--- src/rtl/mbfe_pkg.sv ---
package mbfe_pkg;

    localparam logic [7:0] CH_GT = 8'h3E;
    localparam logic [7:0] CH_NL = 8'h0A;
    localparam logic [7:0] CH_CR = 8'h0D;

    localparam int unsigned NUM_SEGS = 6;

    typedef enum logic [2:0] {
        PH_INIT,
        PH_SOL,
        PH_GT,
        PH_MATCH,
        PH_MID,
        PH_CLOSED,
        PH_ERROR
    } phase_t;

    typedef enum logic [2:0] {
        SEG_HDR,
        SEG_HELD,
        SEG_ESC,
        SEG_BYTE,
        SEG_CRLF,
        SEG_ERR
    } seg_t;

    // One request's worth of output, as a set of segments emitted in enum order.
    typedef struct packed {
        logic       hdr;
        logic [2:0] held_cnt;
        logic       esc;
        logic       byte_en;
        logic [7:0] data;
        logic [1:0] crlf_cnt;
        logic       err;
    } desc_t;

    function automatic logic [7:0] from_char(input logic [2:0] idx);
        logic [7:0] c;
        case (idx)
            3'd0:    c = 8'h46;
            3'd1:    c = 8'h72;
            3'd2:    c = 8'h6F;
            3'd3:    c = 8'h6D;
            default: c = 8'h20;
        endcase
        return c;
    endfunction

endpackage

--- src/rtl/mbfe_front.sv ---
module mbfe_front (
    input  logic          clk,
    input  logic          rst_n,
    input  logic          item_valid,
    output logic          item_stall,
    input  logic          func,
    input  logic [7:0]    data_byte,
    input  logic          q_full,
    output logic          push,
    output mbfe_pkg::desc_t push_desc
);
    import mbfe_pkg::*;

    phase_t     phase_reg;
    phase_t     phase_next;
    logic [2:0] mc_reg;
    logic [2:0] mc_next;
    logic       accept;

    assign item_stall = q_full;
    assign accept     = item_valid && !q_full;

    always_ff @(posedge clk or negedge rst_n)
    begin
        if (!rst_n)
        begin
            phase_reg <= PH_INIT;
            mc_reg    <= 3'd0;
        end
        else
        begin
            phase_reg <= phase_next;
            mc_reg    <= mc_next;
        end
    end

    always_comb
    begin
        desc_t  d;
        phase_t p;
        logic   live;
        d          = '0;
        d.data     = data_byte;
        p          = phase_reg;
        phase_next = phase_reg;
        mc_next    = mc_reg;
        live = (phase_reg == PH_INIT) || (phase_reg == PH_SOL) || (phase_reg == PH_GT) ||
               (phase_reg == PH_MATCH) || (phase_reg == PH_MID);
        if (accept)
        begin
            if (!live)
            begin
                d.err      = 1'b1;
                phase_next = PH_ERROR;
                mc_next    = 3'd0;
            end
            else if (func)
            begin
                d.held_cnt = (phase_reg == PH_MATCH) ? mc_reg : 3'd0;
                d.crlf_cnt = (phase_reg == PH_GT || phase_reg == PH_MID ||
                              phase_reg == PH_MATCH) ? 2'd2 : 2'd1;
                phase_next = PH_CLOSED;
                mc_next    = 3'd0;
            end
            else
            begin
                d.hdr = (phase_reg == PH_INIT);
                if (phase_reg == PH_INIT)
                begin
                    p = PH_SOL;
                end
                case (p)
                    PH_SOL, PH_GT:
                    begin
                        if (data_byte == CH_GT)
                        begin
                            d.byte_en  = 1'b1;
                            phase_next = PH_GT;
                        end
                        else if (data_byte == from_char(3'd0))
                        begin
                            mc_next    = 3'd1;
                            phase_next = PH_MATCH;
                        end
                        else
                        begin
                            d.byte_en  = 1'b1;
                            phase_next = (data_byte == CH_NL) ? PH_SOL : PH_MID;
                        end
                    end
                    PH_MATCH:
                    begin
                        if (data_byte == from_char(mc_reg))
                        begin
                            if (mc_reg == 3'd4)
                            begin
                                d.esc      = 1'b1;
                                mc_next    = 3'd0;
                                phase_next = PH_MID;
                            end
                            else
                            begin
                                mc_next = mc_reg + 3'd1;
                            end
                        end
                        else
                        begin
                            d.held_cnt = mc_reg;
                            d.byte_en  = 1'b1;
                            mc_next    = 3'd0;
                            phase_next = (data_byte == CH_NL) ? PH_SOL : PH_MID;
                        end
                    end
                    default:
                    begin
                        d.byte_en  = 1'b1;
                        phase_next = (data_byte == CH_NL) ? PH_SOL : PH_MID;
                    end
                endcase
            end
        end
        push_desc = d;
        push = accept && (d.hdr || (d.held_cnt != 3'd0) || d.esc || d.byte_en ||
                          (d.crlf_cnt != 2'd0) || d.err);
    end

endmodule

--- src/rtl/mbfe_queue.sv ---
module mbfe_queue #(
    parameter int unsigned DEPTH = 4
) (
    input  logic            clk,
    input  logic            rst_n,
    input  logic            push,
    input  mbfe_pkg::desc_t push_desc,
    input  logic            pop,
    output logic            full,
    output logic            head_valid,
    output mbfe_pkg::desc_t head_desc
);
    import mbfe_pkg::*;

    localparam int unsigned AW = (DEPTH > 1) ? $clog2(DEPTH) : 1;
    localparam int unsigned CW = $clog2(DEPTH + 1);
    localparam logic [AW-1:0] LAST_PTR = AW'(DEPTH - 1);
    localparam logic [CW-1:0] FULL_CNT = CW'(DEPTH);

    desc_t         mem [DEPTH];
    logic [AW-1:0] wr_ptr_reg;
    logic [AW-1:0] wr_ptr_next;
    logic [AW-1:0] rd_ptr_reg;
    logic [AW-1:0] rd_ptr_next;
    logic [CW-1:0] count_reg;
    logic [CW-1:0] count_next;
    logic          do_pop;

    assign full       = (count_reg == FULL_CNT);
    assign head_valid = (count_reg != '0);
    assign head_desc  = mem[rd_ptr_reg];
    assign do_pop     = pop && head_valid;

    always_comb
    begin
        wr_ptr_next = wr_ptr_reg;
        rd_ptr_next = rd_ptr_reg;
        count_next  = count_reg;
        if (push)
        begin
            wr_ptr_next = (wr_ptr_reg == LAST_PTR) ? '0 : wr_ptr_reg + AW'(1);
        end
        if (do_pop)
        begin
            rd_ptr_next = (rd_ptr_reg == LAST_PTR) ? '0 : rd_ptr_reg + AW'(1);
        end
        if (push && !do_pop)
        begin
            count_next = count_reg + CW'(1);
        end
        else if (!push && do_pop)
        begin
            count_next = count_reg - CW'(1);
        end
    end

    always_ff @(posedge clk or negedge rst_n)
    begin
        if (!rst_n)
        begin
            wr_ptr_reg <= '0;
            rd_ptr_reg <= '0;
            count_reg  <= '0;
        end
        else
        begin
            wr_ptr_reg <= wr_ptr_next;
            rd_ptr_reg <= rd_ptr_next;
            count_reg  <= count_next;
        end
    end

    always_ff @(posedge clk)
    begin
        if (push)
        begin
            mem[wr_ptr_reg] <= push_desc;
        end
    end

endmodule

--- src/rtl/mbfe_back.sv ---
module mbfe_back (
    input  logic            clk,
    input  logic            rst_n,
    input  logic            head_valid,
    input  mbfe_pkg::desc_t head_desc,
    output logic            pop,
    output logic            res_valid,
    input  logic            res_stall,
    output logic [7:0]      out_byte,
    output logic            last,
    output logic            error
);
    import mbfe_pkg::*;

    function automatic logic [3:0] first_seg(input logic [NUM_SEGS-1:0] mask,
                                             input logic [2:0] from);
        logic       found;
        logic [2:0] idx;
        found = 1'b0;
        idx   = 3'd0;
        for (int i = 0; i < NUM_SEGS; i++)
        begin
            if (!found && mask[i] && (3'(i) >= from))
            begin
                found = 1'b1;
                idx   = 3'(i);
            end
        end
        return {found, idx};
    endfunction

    logic                busy_reg;
    logic                busy_next;
    seg_t                seg_reg;
    seg_t                seg_next;
    logic [2:0]          idx_reg;
    logic [2:0]          idx_next;
    logic                res_valid_reg;
    logic [7:0]          out_byte_reg;
    logic                last_reg;
    logic                error_reg;
    logic                load;
    logic [NUM_SEGS-1:0] mask;
    seg_t                cur_seg;
    logic [2:0]          cur_idx;
    logic [2:0]          end_idx;
    logic [3:0]          nxt;
    logic                done;
    logic [7:0]          cur_byte;

    assign load = head_valid && (!res_valid_reg || !res_stall);
    assign pop  = load && done;

    always_comb
    begin
        logic [3:0] f;
        mask[SEG_HDR]  = head_desc.hdr;
        mask[SEG_HELD] = (head_desc.held_cnt != 3'd0);
        mask[SEG_ESC]  = head_desc.esc;
        mask[SEG_BYTE] = head_desc.byte_en;
        mask[SEG_CRLF] = (head_desc.crlf_cnt != 2'd0);
        mask[SEG_ERR]  = head_desc.err;
        f       = first_seg(mask, 3'd0);
        cur_seg = busy_reg ? seg_reg : seg_t'(f[2:0]);
        cur_idx = busy_reg ? idx_reg : 3'd0;
        case (cur_seg)
            SEG_HDR:  end_idx = 3'd6;
            SEG_HELD: end_idx = head_desc.held_cnt - 3'd1;
            SEG_ESC:  end_idx = 3'd5;
            SEG_CRLF: end_idx = (head_desc.crlf_cnt == 2'd2) ? 3'd3 : 3'd1;
            default:  end_idx = 3'd0;
        endcase
        case (cur_seg)
            SEG_HDR:
            begin
                if (cur_idx == 3'd5)
                begin
                    cur_byte = CH_CR;
                end
                else if (cur_idx == 3'd6)
                begin
                    cur_byte = CH_NL;
                end
                else
                begin
                    cur_byte = from_char(cur_idx);
                end
            end
            SEG_HELD: cur_byte = from_char(cur_idx);
            SEG_ESC:  cur_byte = (cur_idx == 3'd0) ? CH_GT : from_char(cur_idx - 3'd1);
            SEG_BYTE: cur_byte = head_desc.data;
            SEG_CRLF: cur_byte = cur_idx[0] ? CH_NL : CH_CR;
            default:  cur_byte = 8'h00;
        endcase
        nxt  = first_seg(mask, 3'(cur_seg) + 3'd1);
        done = (cur_idx == end_idx) && !nxt[3];

        busy_next = busy_reg;
        seg_next  = seg_reg;
        idx_next  = idx_reg;
        if (load)
        begin
            if (cur_idx != end_idx)
            begin
                busy_next = 1'b1;
                seg_next  = cur_seg;
                idx_next  = cur_idx + 3'd1;
            end
            else if (nxt[3])
            begin
                busy_next = 1'b1;
                seg_next  = seg_t'(nxt[2:0]);
                idx_next  = 3'd0;
            end
            else
            begin
                busy_next = 1'b0;
                seg_next  = SEG_HDR;
                idx_next  = 3'd0;
            end
        end
    end

    always_ff @(posedge clk or negedge rst_n)
    begin
        if (!rst_n)
        begin
            busy_reg      <= 1'b0;
            seg_reg       <= SEG_HDR;
            idx_reg       <= 3'd0;
            res_valid_reg <= 1'b0;
        end
        else
        begin
            busy_reg <= busy_next;
            seg_reg  <= seg_next;
            idx_reg  <= idx_next;
            if (load)
            begin
                res_valid_reg <= 1'b1;
            end
            else if (!res_stall)
            begin
                res_valid_reg <= 1'b0;
            end
        end
    end

    always_ff @(posedge clk)
    begin
        if (load)
        begin
            out_byte_reg <= cur_byte;
            last_reg     <= done;
            error_reg    <= (cur_seg == SEG_ERR);
        end
    end

    assign res_valid = res_valid_reg;
    assign out_byte  = out_byte_reg;
    assign last      = last_reg;
    assign error     = error_reg;

endmodule

--- src/rtl/mbox_from_line_escaper.sv ---
// A request's first result passes the queue and then the output register before it can be taken.
// Throughput: one request per cycle while each request yields at most one result and res_stall is low.
// The output stage emits one result per cycle unless stalled and pops a request with its last result.
// A DEPTH-entry queue (four by default) between classifier and output stage absorbs these bursts.
// Reset is asynchronous and active low; it empties the queue and returns to header-not-sent.
module mbox_from_line_escaper #(
    parameter int unsigned DEPTH = 4
) (
    input  logic       clk,
    input  logic       rst_n,
    input  logic       item_valid,
    output logic       item_stall,
    input  logic       func,
    input  logic [7:0] data_byte,
    output logic       res_valid,
    input  logic       res_stall,
    output logic [7:0] out_byte,
    output logic       last,
    output logic       error
);
    import mbfe_pkg::*;

    logic  q_full;
    logic  push;
    desc_t push_desc;
    logic  pop;
    logic  head_valid;
    desc_t head_desc;

    mbfe_front u_front (
        .clk        (clk),
        .rst_n      (rst_n),
        .item_valid (item_valid),
        .item_stall (item_stall),
        .func       (func),
        .data_byte  (data_byte),
        .q_full     (q_full),
        .push       (push),
        .push_desc  (push_desc)
    );

    mbfe_queue #(
        .DEPTH (DEPTH)
    ) u_queue (
        .clk        (clk),
        .rst_n      (rst_n),
        .push       (push),
        .push_desc  (push_desc),
        .pop        (pop),
        .full       (q_full),
        .head_valid (head_valid),
        .head_desc  (head_desc)
    );

    mbfe_back u_back (
        .clk        (clk),
        .rst_n      (rst_n),
        .head_valid (head_valid),
        .head_desc  (head_desc),
        .pop        (pop),
        .res_valid  (res_valid),
        .res_stall  (res_stall),
        .out_byte   (out_byte),
        .last       (last),
        .error      (error)
    );

endmodule

--- config.mk ---
export PLATFORM = sky130hd
export DESIGN_NAME = mbox_from_line_escaper
export DESIGN_NICKNAME = d
export VERILOG_FILES = /design/src/rtl/mbfe_pkg.sv /design/src/rtl/mbfe_front.sv /design/src/rtl/mbfe_queue.sv /design/src/rtl/mbfe_back.sv /design/src/rtl/mbox_from_line_escaper.sv
export SDC_FILE = /design/constraint.sdc
export NUM_CORES = 1
export LEC_CHECK = 0
export BUFFER_PORTS_ARGS = -buffer_cell sky130_fd_sc_hd__buf_2
export CAP_MARGIN = 40
export CORE_MARGIN = 10
export CORE_UTILIZATION = 56
export CTS_CLUSTER_SIZE = 24
export DETAILED_ROUTE_END_ITERATION = 8
export GPL_TIMING_DRIVEN = 1
export PLACE_DENSITY_LB_ADDON = 0.2
export SETUP_SLACK_MARGIN = 0.02
export SYNTH_ARGS = -nofsm -noshare
export SYNTH_HDL_FRONTEND = slang
export SYNTH_SLANG_ARGS = --single-unit
export TNS_END_PERCENT = 5
--- constraint.sdc ---
create_clock -name clk -period 6 [get_ports clk]
set_clock_uncertainty 0.1 [all_clocks]
set_input_delay 1.2 -clock clk [delete_from_list [all_inputs] [get_ports clk]]
set_output_delay 1.2 -clock clk [all_outputs]
set_load 0.02 [all_outputs]
==> flow_summary.html <==
<table>
<tr><th>Metric</th><th>Value</th></tr>
<tr><th colspan="2">Detailed routing</th></tr>
<tr><td>Starting DRC count in detailed routing</td><td>~260</td></tr>
<tr><td>Post-detailed-route count of antenna-violating nets</td><td>0</td></tr>
<tr><td>Detailed-route vias per instance</td><td>6.16</td></tr>
<tr><td>First-pass iteration count of the detailed router</td><td>5</td></tr>
<tr><td>Number of vias in the routed layout</td><td>3464</td></tr>
<tr><td>Wire length after detailed routing</td><td>around 11 mm</td></tr>
<tr><td>Post-detailed-route wirelength per cell</td><td>approximately 19 um</td></tr>
<tr><td>Remaining design rule violation count</td><td>0</td></tr>
<tr><th colspan="2">Finish</th></tr>
<tr><td>Area of the multi-input gates</td><td>~2300 sq um</td></tr>
<tr><td># diodes</td><td>0</td></tr>
<tr><td>Final core occ</td><td>0.629</td></tr>
<tr><td>Signed area change from the synthesized netlist to the final layout</td><td>9.44%</td></tr>
<tr><td>Flip-flop count of the largest register after layout</td><td>68</td></tr>
<tr><td>Share of post-route cells with drive strength above 1</td><td>0.173</td></tr>
<tr><td>Number of filler instances in the final layout</td><td>slightly above 700</td></tr>
<tr><td>Seq. cell area</td><td>around 2900 sq um</td></tr>
<tr><td>Final nets</td><td>around 500</td></tr>
<tr><th colspan="2">Hold path</th></tr>
<tr><td>Path category of the worst min-delay check</td><td>flop to flop</td></tr>
<tr><td>Hold Crit Depth</td><td>1</td></tr>
<tr><td>Endpoint with the worst hold slack</td><td>u_queue.count_reg[2]</td></tr>
<tr><td>Startpoint of the lowest-slack hold path</td><td>u_queue.count_reg[2]</td></tr>
<tr><th colspan="2">Global route</th></tr>
<tr><td>Global-route usage over all layers</td><td>0.164</td></tr>
<tr><td>Number of global-route vias before repair</td><td>3447</td></tr>
<tr><td>Initial antenna violation count</td><td>0</td></tr>
<tr><td>Total congestion overflow</td><td>0</td></tr>
<tr><td>First-pass GRT wire length</td><td>17.5 mm</td></tr>
<tr><td>Maximum number of pins on one net before global-route repair</td><td>22</td></tr>
<tr><th colspan="2">Clocking</th></tr>
<tr><td>Clock tree from TritonCTS</td><td>built</td></tr>
<tr><td>Clock Latency Late Sink</td><td>0.37 ns</td></tr>
<tr><td>Root buf cell</td><td>sky130_fd_sc_hd__clkbuf_8</td></tr>
<tr><td>Sinks on Clock Net</td><td>between 90 and 100</td></tr>
<tr><td>Clk slew on worst S/H paths</td><td>approximately 0.10 ns</td></tr>
<tr><td>Maximum level of the CTS H-tree</td><td>3</td></tr>
<tr><td>Num CTS Buffers</td><td>9</td></tr>
<tr><td>Number of buffers between clock root and the deepest sink</td><td>2</td></tr>
<tr><th colspan="2">Synth</th></tr>
<tr><td>Register bit total from synthesis</td><td>99</td></tr>
<tr><td>Number of distinct library cell variants in the gate-level netlist after synthesis</td><td>65</td></tr>
<tr><td>Post-Synthesis Net Count</td><td>459</td></tr>
<tr><td>Flip-flop cell with the highest count after synthesis</td><td>sky130_fd_sc_hd__edfxtp_1</td></tr>
<tr><td>Count of flip-flops with a built-in enable after synthesis</td><td>a little under 80</td></tr>
<tr><td>Share of the synthesized area in the top cell type</td><td>0.443</td></tr>
<tr><td>Biggest area contributors in the synthesized netlist</td><td>sky130_fd_sc_hd__edfxtp_1, sky130_fd_sc_hd__dfrtp_1, sky130_fd_sc_hd__ha_1</td></tr>
<tr><td>Cells after synthesis</td><td>about 420</td></tr>
<tr><td>Synth async-reset ratio</td><td>0.212</td></tr>
<tr><td>Synthesized cell area</td><td>roughly 5300 sq um</td></tr>
<tr><td>Total number of yosys warnings</td><td>0</td></tr>
<tr><td>Average cell area after synthesis</td><td>about 13 sq um</td></tr>
<tr><td>Post-synthesis sequential area ratio</td><td>0.542</td></tr>
<tr><td>Most frequently used cell type in the post-synthesis netlist</td><td>sky130_fd_sc_hd__edfxtp_1</td></tr>
<tr><td>Most frequent cells after synthesis</td><td>sky130_fd_sc_hd__edfxtp_1, sky130_fd_sc_hd__nand2_1, sky130_fd_sc_hd__ha_1</td></tr>
<tr><td>Leading area contributor after synthesis</td><td>sky130_fd_sc_hd__edfxtp_1</td></tr>
<tr><th colspan="2">Die</th></tr>
<tr><td>Die extent in x</td><td>between 100 and 150 um</td></tr>
<tr><td>Initial core utilization</td><td>0.575</td></tr>
<tr><td># IOs</td><td>25</td></tr>
<tr><td>Die height</td><td>between 100 and 150 um</td></tr>
<tr><td>Number of placement rows</td><td>35</td></tr>
<tr><td>Placeable Area</td><td>approximately 9200 sq um</td></tr>
<tr><td>Die area</td><td>about 14000 sq um</td></tr>
<tr><th colspan="2">Run</th></tr>
<tr><td>Max-capacitance violation count</td><td>0</td></tr>
<tr><th colspan="2">Place</th></tr>
<tr><td>Number of I/O port buffers</td><td>24</td></tr>
<tr><td>Final HPWL from detailed placement</td><td>approximately 7.6 mm</td></tr>
<tr><td>Last weighted congestion value of the routability-driven placer</td><td>between 0.8 and 0.9</td></tr>
<tr><th colspan="2">Worst setup path</th></tr>
<tr><td>Crit Path Class</td><td>flop to flop</td></tr>
<tr><td>CP Capture Type</td><td>flop</td></tr>
<tr><td>Worst reg-to-reg path cell count</td><td>22</td></tr>
<tr><td>Setup crit start kind</td><td>flop</td></tr>
<tr><td>Worst path required time</td><td>about 6 ns</td></tr>
<tr><td>Critical path peak fanout</td><td>12</td></tr>
<tr><td>End of the worst register-to-register path</td><td>u_queue.count_reg[1]</td></tr>
<tr><td>Worst EP arrival</td><td>between 5 and 6 ns</td></tr>
<tr><td>Worst reg-to-reg setup slack</td><td>roughly 0.46 ns</td></tr>
<tr><td>Launch point of the worst reg-to-reg path</td><td>u_queue.rd_ptr_reg[0]</td></tr>
<tr><th colspan="2">STA</th></tr>
<tr><td>Unrepaired setup endpoints after global routing</td><td>false</td></tr>
<tr><td>Clock period minus worst slack</td><td>around 5.5 ns</td></tr>
<tr><td>Final setup violation count</td><td>0</td></tr>
<tr><td>Final hold violation count</td><td>0</td></tr>
<tr><td>Transition at the pin with the smallest max-transition slack</td><td>roughly 0.65 ns</td></tr>
<tr><td>Period utilization</td><td>0.923</td></tr>
<tr><td>Final Max Slew Viols</td><td>0</td></tr>
<tr><td>Setup total negative slack</td><td>0 ns</td></tr>
<tr><td>Max Clock Freq</td><td>0.181 GHz</td></tr>
<tr><td>Max_slew headroom</td><td>0.565</td></tr>
<tr><th colspan="2">Power</th></tr>
<tr><td>Areal power density over the cells</td><td>about 510 nW/um^2</td></tr>
<tr><td>Total power</td><td>2.94 mW</td></tr>
<tr><td>IR drop worst, VDD</td><td>0.000225 V</td></tr>
<tr><td>Leakage power</td><td>between 2 and 2.5 nW</td></tr>
<tr><th colspan="2">Status</th></tr>
<tr><td>Run status</td><td>finished clean</td></tr>
</table>
==> worst max-delay path, cell delays in order, from the launching register on <==
cell                        delay, ns
sky130_fd_sc_hd__dfrtp_2         0.52
sky130_fd_sc_hd__mux4_2          0.53
sky130_fd_sc_hd__inv_1           0.07
sky130_fd_sc_hd__ha_1            0.14
sky130_fd_sc_hd__ha_1            0.22
sky130_fd_sc_hd__nor2b_1         0.16
sky130_fd_sc_hd__a2bb2oi_1       0.13
sky130_fd_sc_hd__or2_2           0.34
sky130_fd_sc_hd__o21ai_0         0.15
sky130_fd_sc_hd__and2_1          0.23
sky130_fd_sc_hd__ha_1            0.45
sky130_fd_sc_hd__nor2_1          0.13
sky130_fd_sc_hd__a21oi_1         0.19
sky130_fd_sc_hd__xor2_1          0.09
sky130_fd_sc_hd__a32oi_1         0.14
sky130_fd_sc_hd__o21ai_0         0.17
sky130_fd_sc_hd__nor4_4          0.29
sky130_fd_sc_hd__nor3b_4         0.35
sky130_fd_sc_hd__inv_1           0.07
sky130_fd_sc_hd__ha_1            0.21
sky130_fd_sc_hd__inv_1           0.09
sky130_fd_sc_hd__fa_1            0.38
sky130_fd_sc_hd__mux2_2          0.26
==> per-stage QoR <==
stage          setup WS, ns  hold slack [ns]  cells  instance area [sq um]
6_report              0.463            0.390    562                   5790
5_1_grt              0.0627            0.431    562                   5790
4_1_cts               0.335            0.395    561                   5770
3_5_place_dp          0.381            0.380    545                   5560
3_3_place_gp          0.587            0.366    542                   5510
2_1_floorplan         0.233            0.356    418                   5290
==> per-layer routing <==
metal / share of wire / track usage / up-vias
li1: - / - / 1637
met1: 0.44 / 0.205 / 1709
met2: 0.49 / 0.278 / 106
met3: 0.054 / 0.0423 / 12
met4: 0.012 / 0.0428 / 0
met5: 0 / 0 / -
==> where the power goes <==
| group | internal, mW | total, mW | switching [mW] |
|---|---|---|---|
| sequential | 0.960 | 1.08 | 0.117 |
| combinational | 0.607 | 1.42 | 0.809 |
| clock | 0.200 | 0.444 | 0.244 |
==> area by class of cell <==
type / instances / share of cell area
timing repair buffer: 33 / 0.0376
tap: 111 / 0.0240
clock inverter: 7 / 0.0149
clock buffer: 9 / 0.0214
sequential: 99 / 0.496
inverter: 21 / 0.0136
multi-input combinational: 282 / 0.393
==> cell families after synthesis <==
logic type	after synthesis	synth area share
buf+inv	37	0.0279
compound gates	88	0.117
xor+xnor	9	0.0149
mux	30	0.101
fa+ha+maj	28	0.0677
flops	99	0.542
simple gates	127	0.129
==> cell usage in the layout, fill, tap and decap left out, types with 4 or more instances in the layout <==
cell type                   n
sky130_fd_sc_hd__a211oi_1   5
sky130_fd_sc_hd__a21oi_1   15
sky130_fd_sc_hd__and2_1    12
sky130_fd_sc_hd__buf_2     24
sky130_fd_sc_hd__buf_4      5
sky130_fd_sc_hd__buf_8      4
sky130_fd_sc_hd__clkbuf_8   9
sky130_fd_sc_hd__dfrtp_1   20
sky130_fd_sc_hd__edfxtp_1  78
sky130_fd_sc_hd__ha_1      27
sky130_fd_sc_hd__inv_1     20
sky130_fd_sc_hd__mux2_2     5
sky130_fd_sc_hd__mux2i_1    7
sky130_fd_sc_hd__mux4_1     4
sky130_fd_sc_hd__mux4_2    12
sky130_fd_sc_hd__nand2_1   35
sky130_fd_sc_hd__nand2b_1   7
sky130_fd_sc_hd__nor2_1    26
sky130_fd_sc_hd__nor2b_1   12
sky130_fd_sc_hd__nor3_1    10
sky130_fd_sc_hd__o211ai_1   4
sky130_fd_sc_hd__o21ai_0   22
sky130_fd_sc_hd__o31ai_1    7
sky130_fd_sc_hd__xnor2_1    4
sky130_fd_sc_hd__xor2_1     5
==> worst max path at each step <==
stage | start | endpoint | slack, ns | cells past startpoint
floorplan | u_queue.rd_ptr_reg[0] | u_queue.count_reg[1] | 0.23 | 26
global placement | u_queue.rd_ptr_reg[0] | u_queue.count_reg[1] | 0.59 | 21
detailed placement | u_queue.rd_ptr_reg[0] | u_queue.count_reg[1] | 0.38 | 22
CTS | u_queue.rd_ptr_reg[0] | u_queue.count_reg[1] | 0.33 | 22
global route | u_queue.rd_ptr_reg[0] | u_queue.count_reg[1] | 0.06 | 22
finish | u_queue.rd_ptr_reg[0] | u_queue.count_reg[1] | 0.46 | 22
==> timing repair <==
item                                    4_1_cts  5_1_grt
hold buffers                                  0        0
endpoints found under the setup margin        0        2
gates resized for setup                       0        1
setup buffers                                 0        0
No activity file was read; power rests on OpenSTA's default activity.
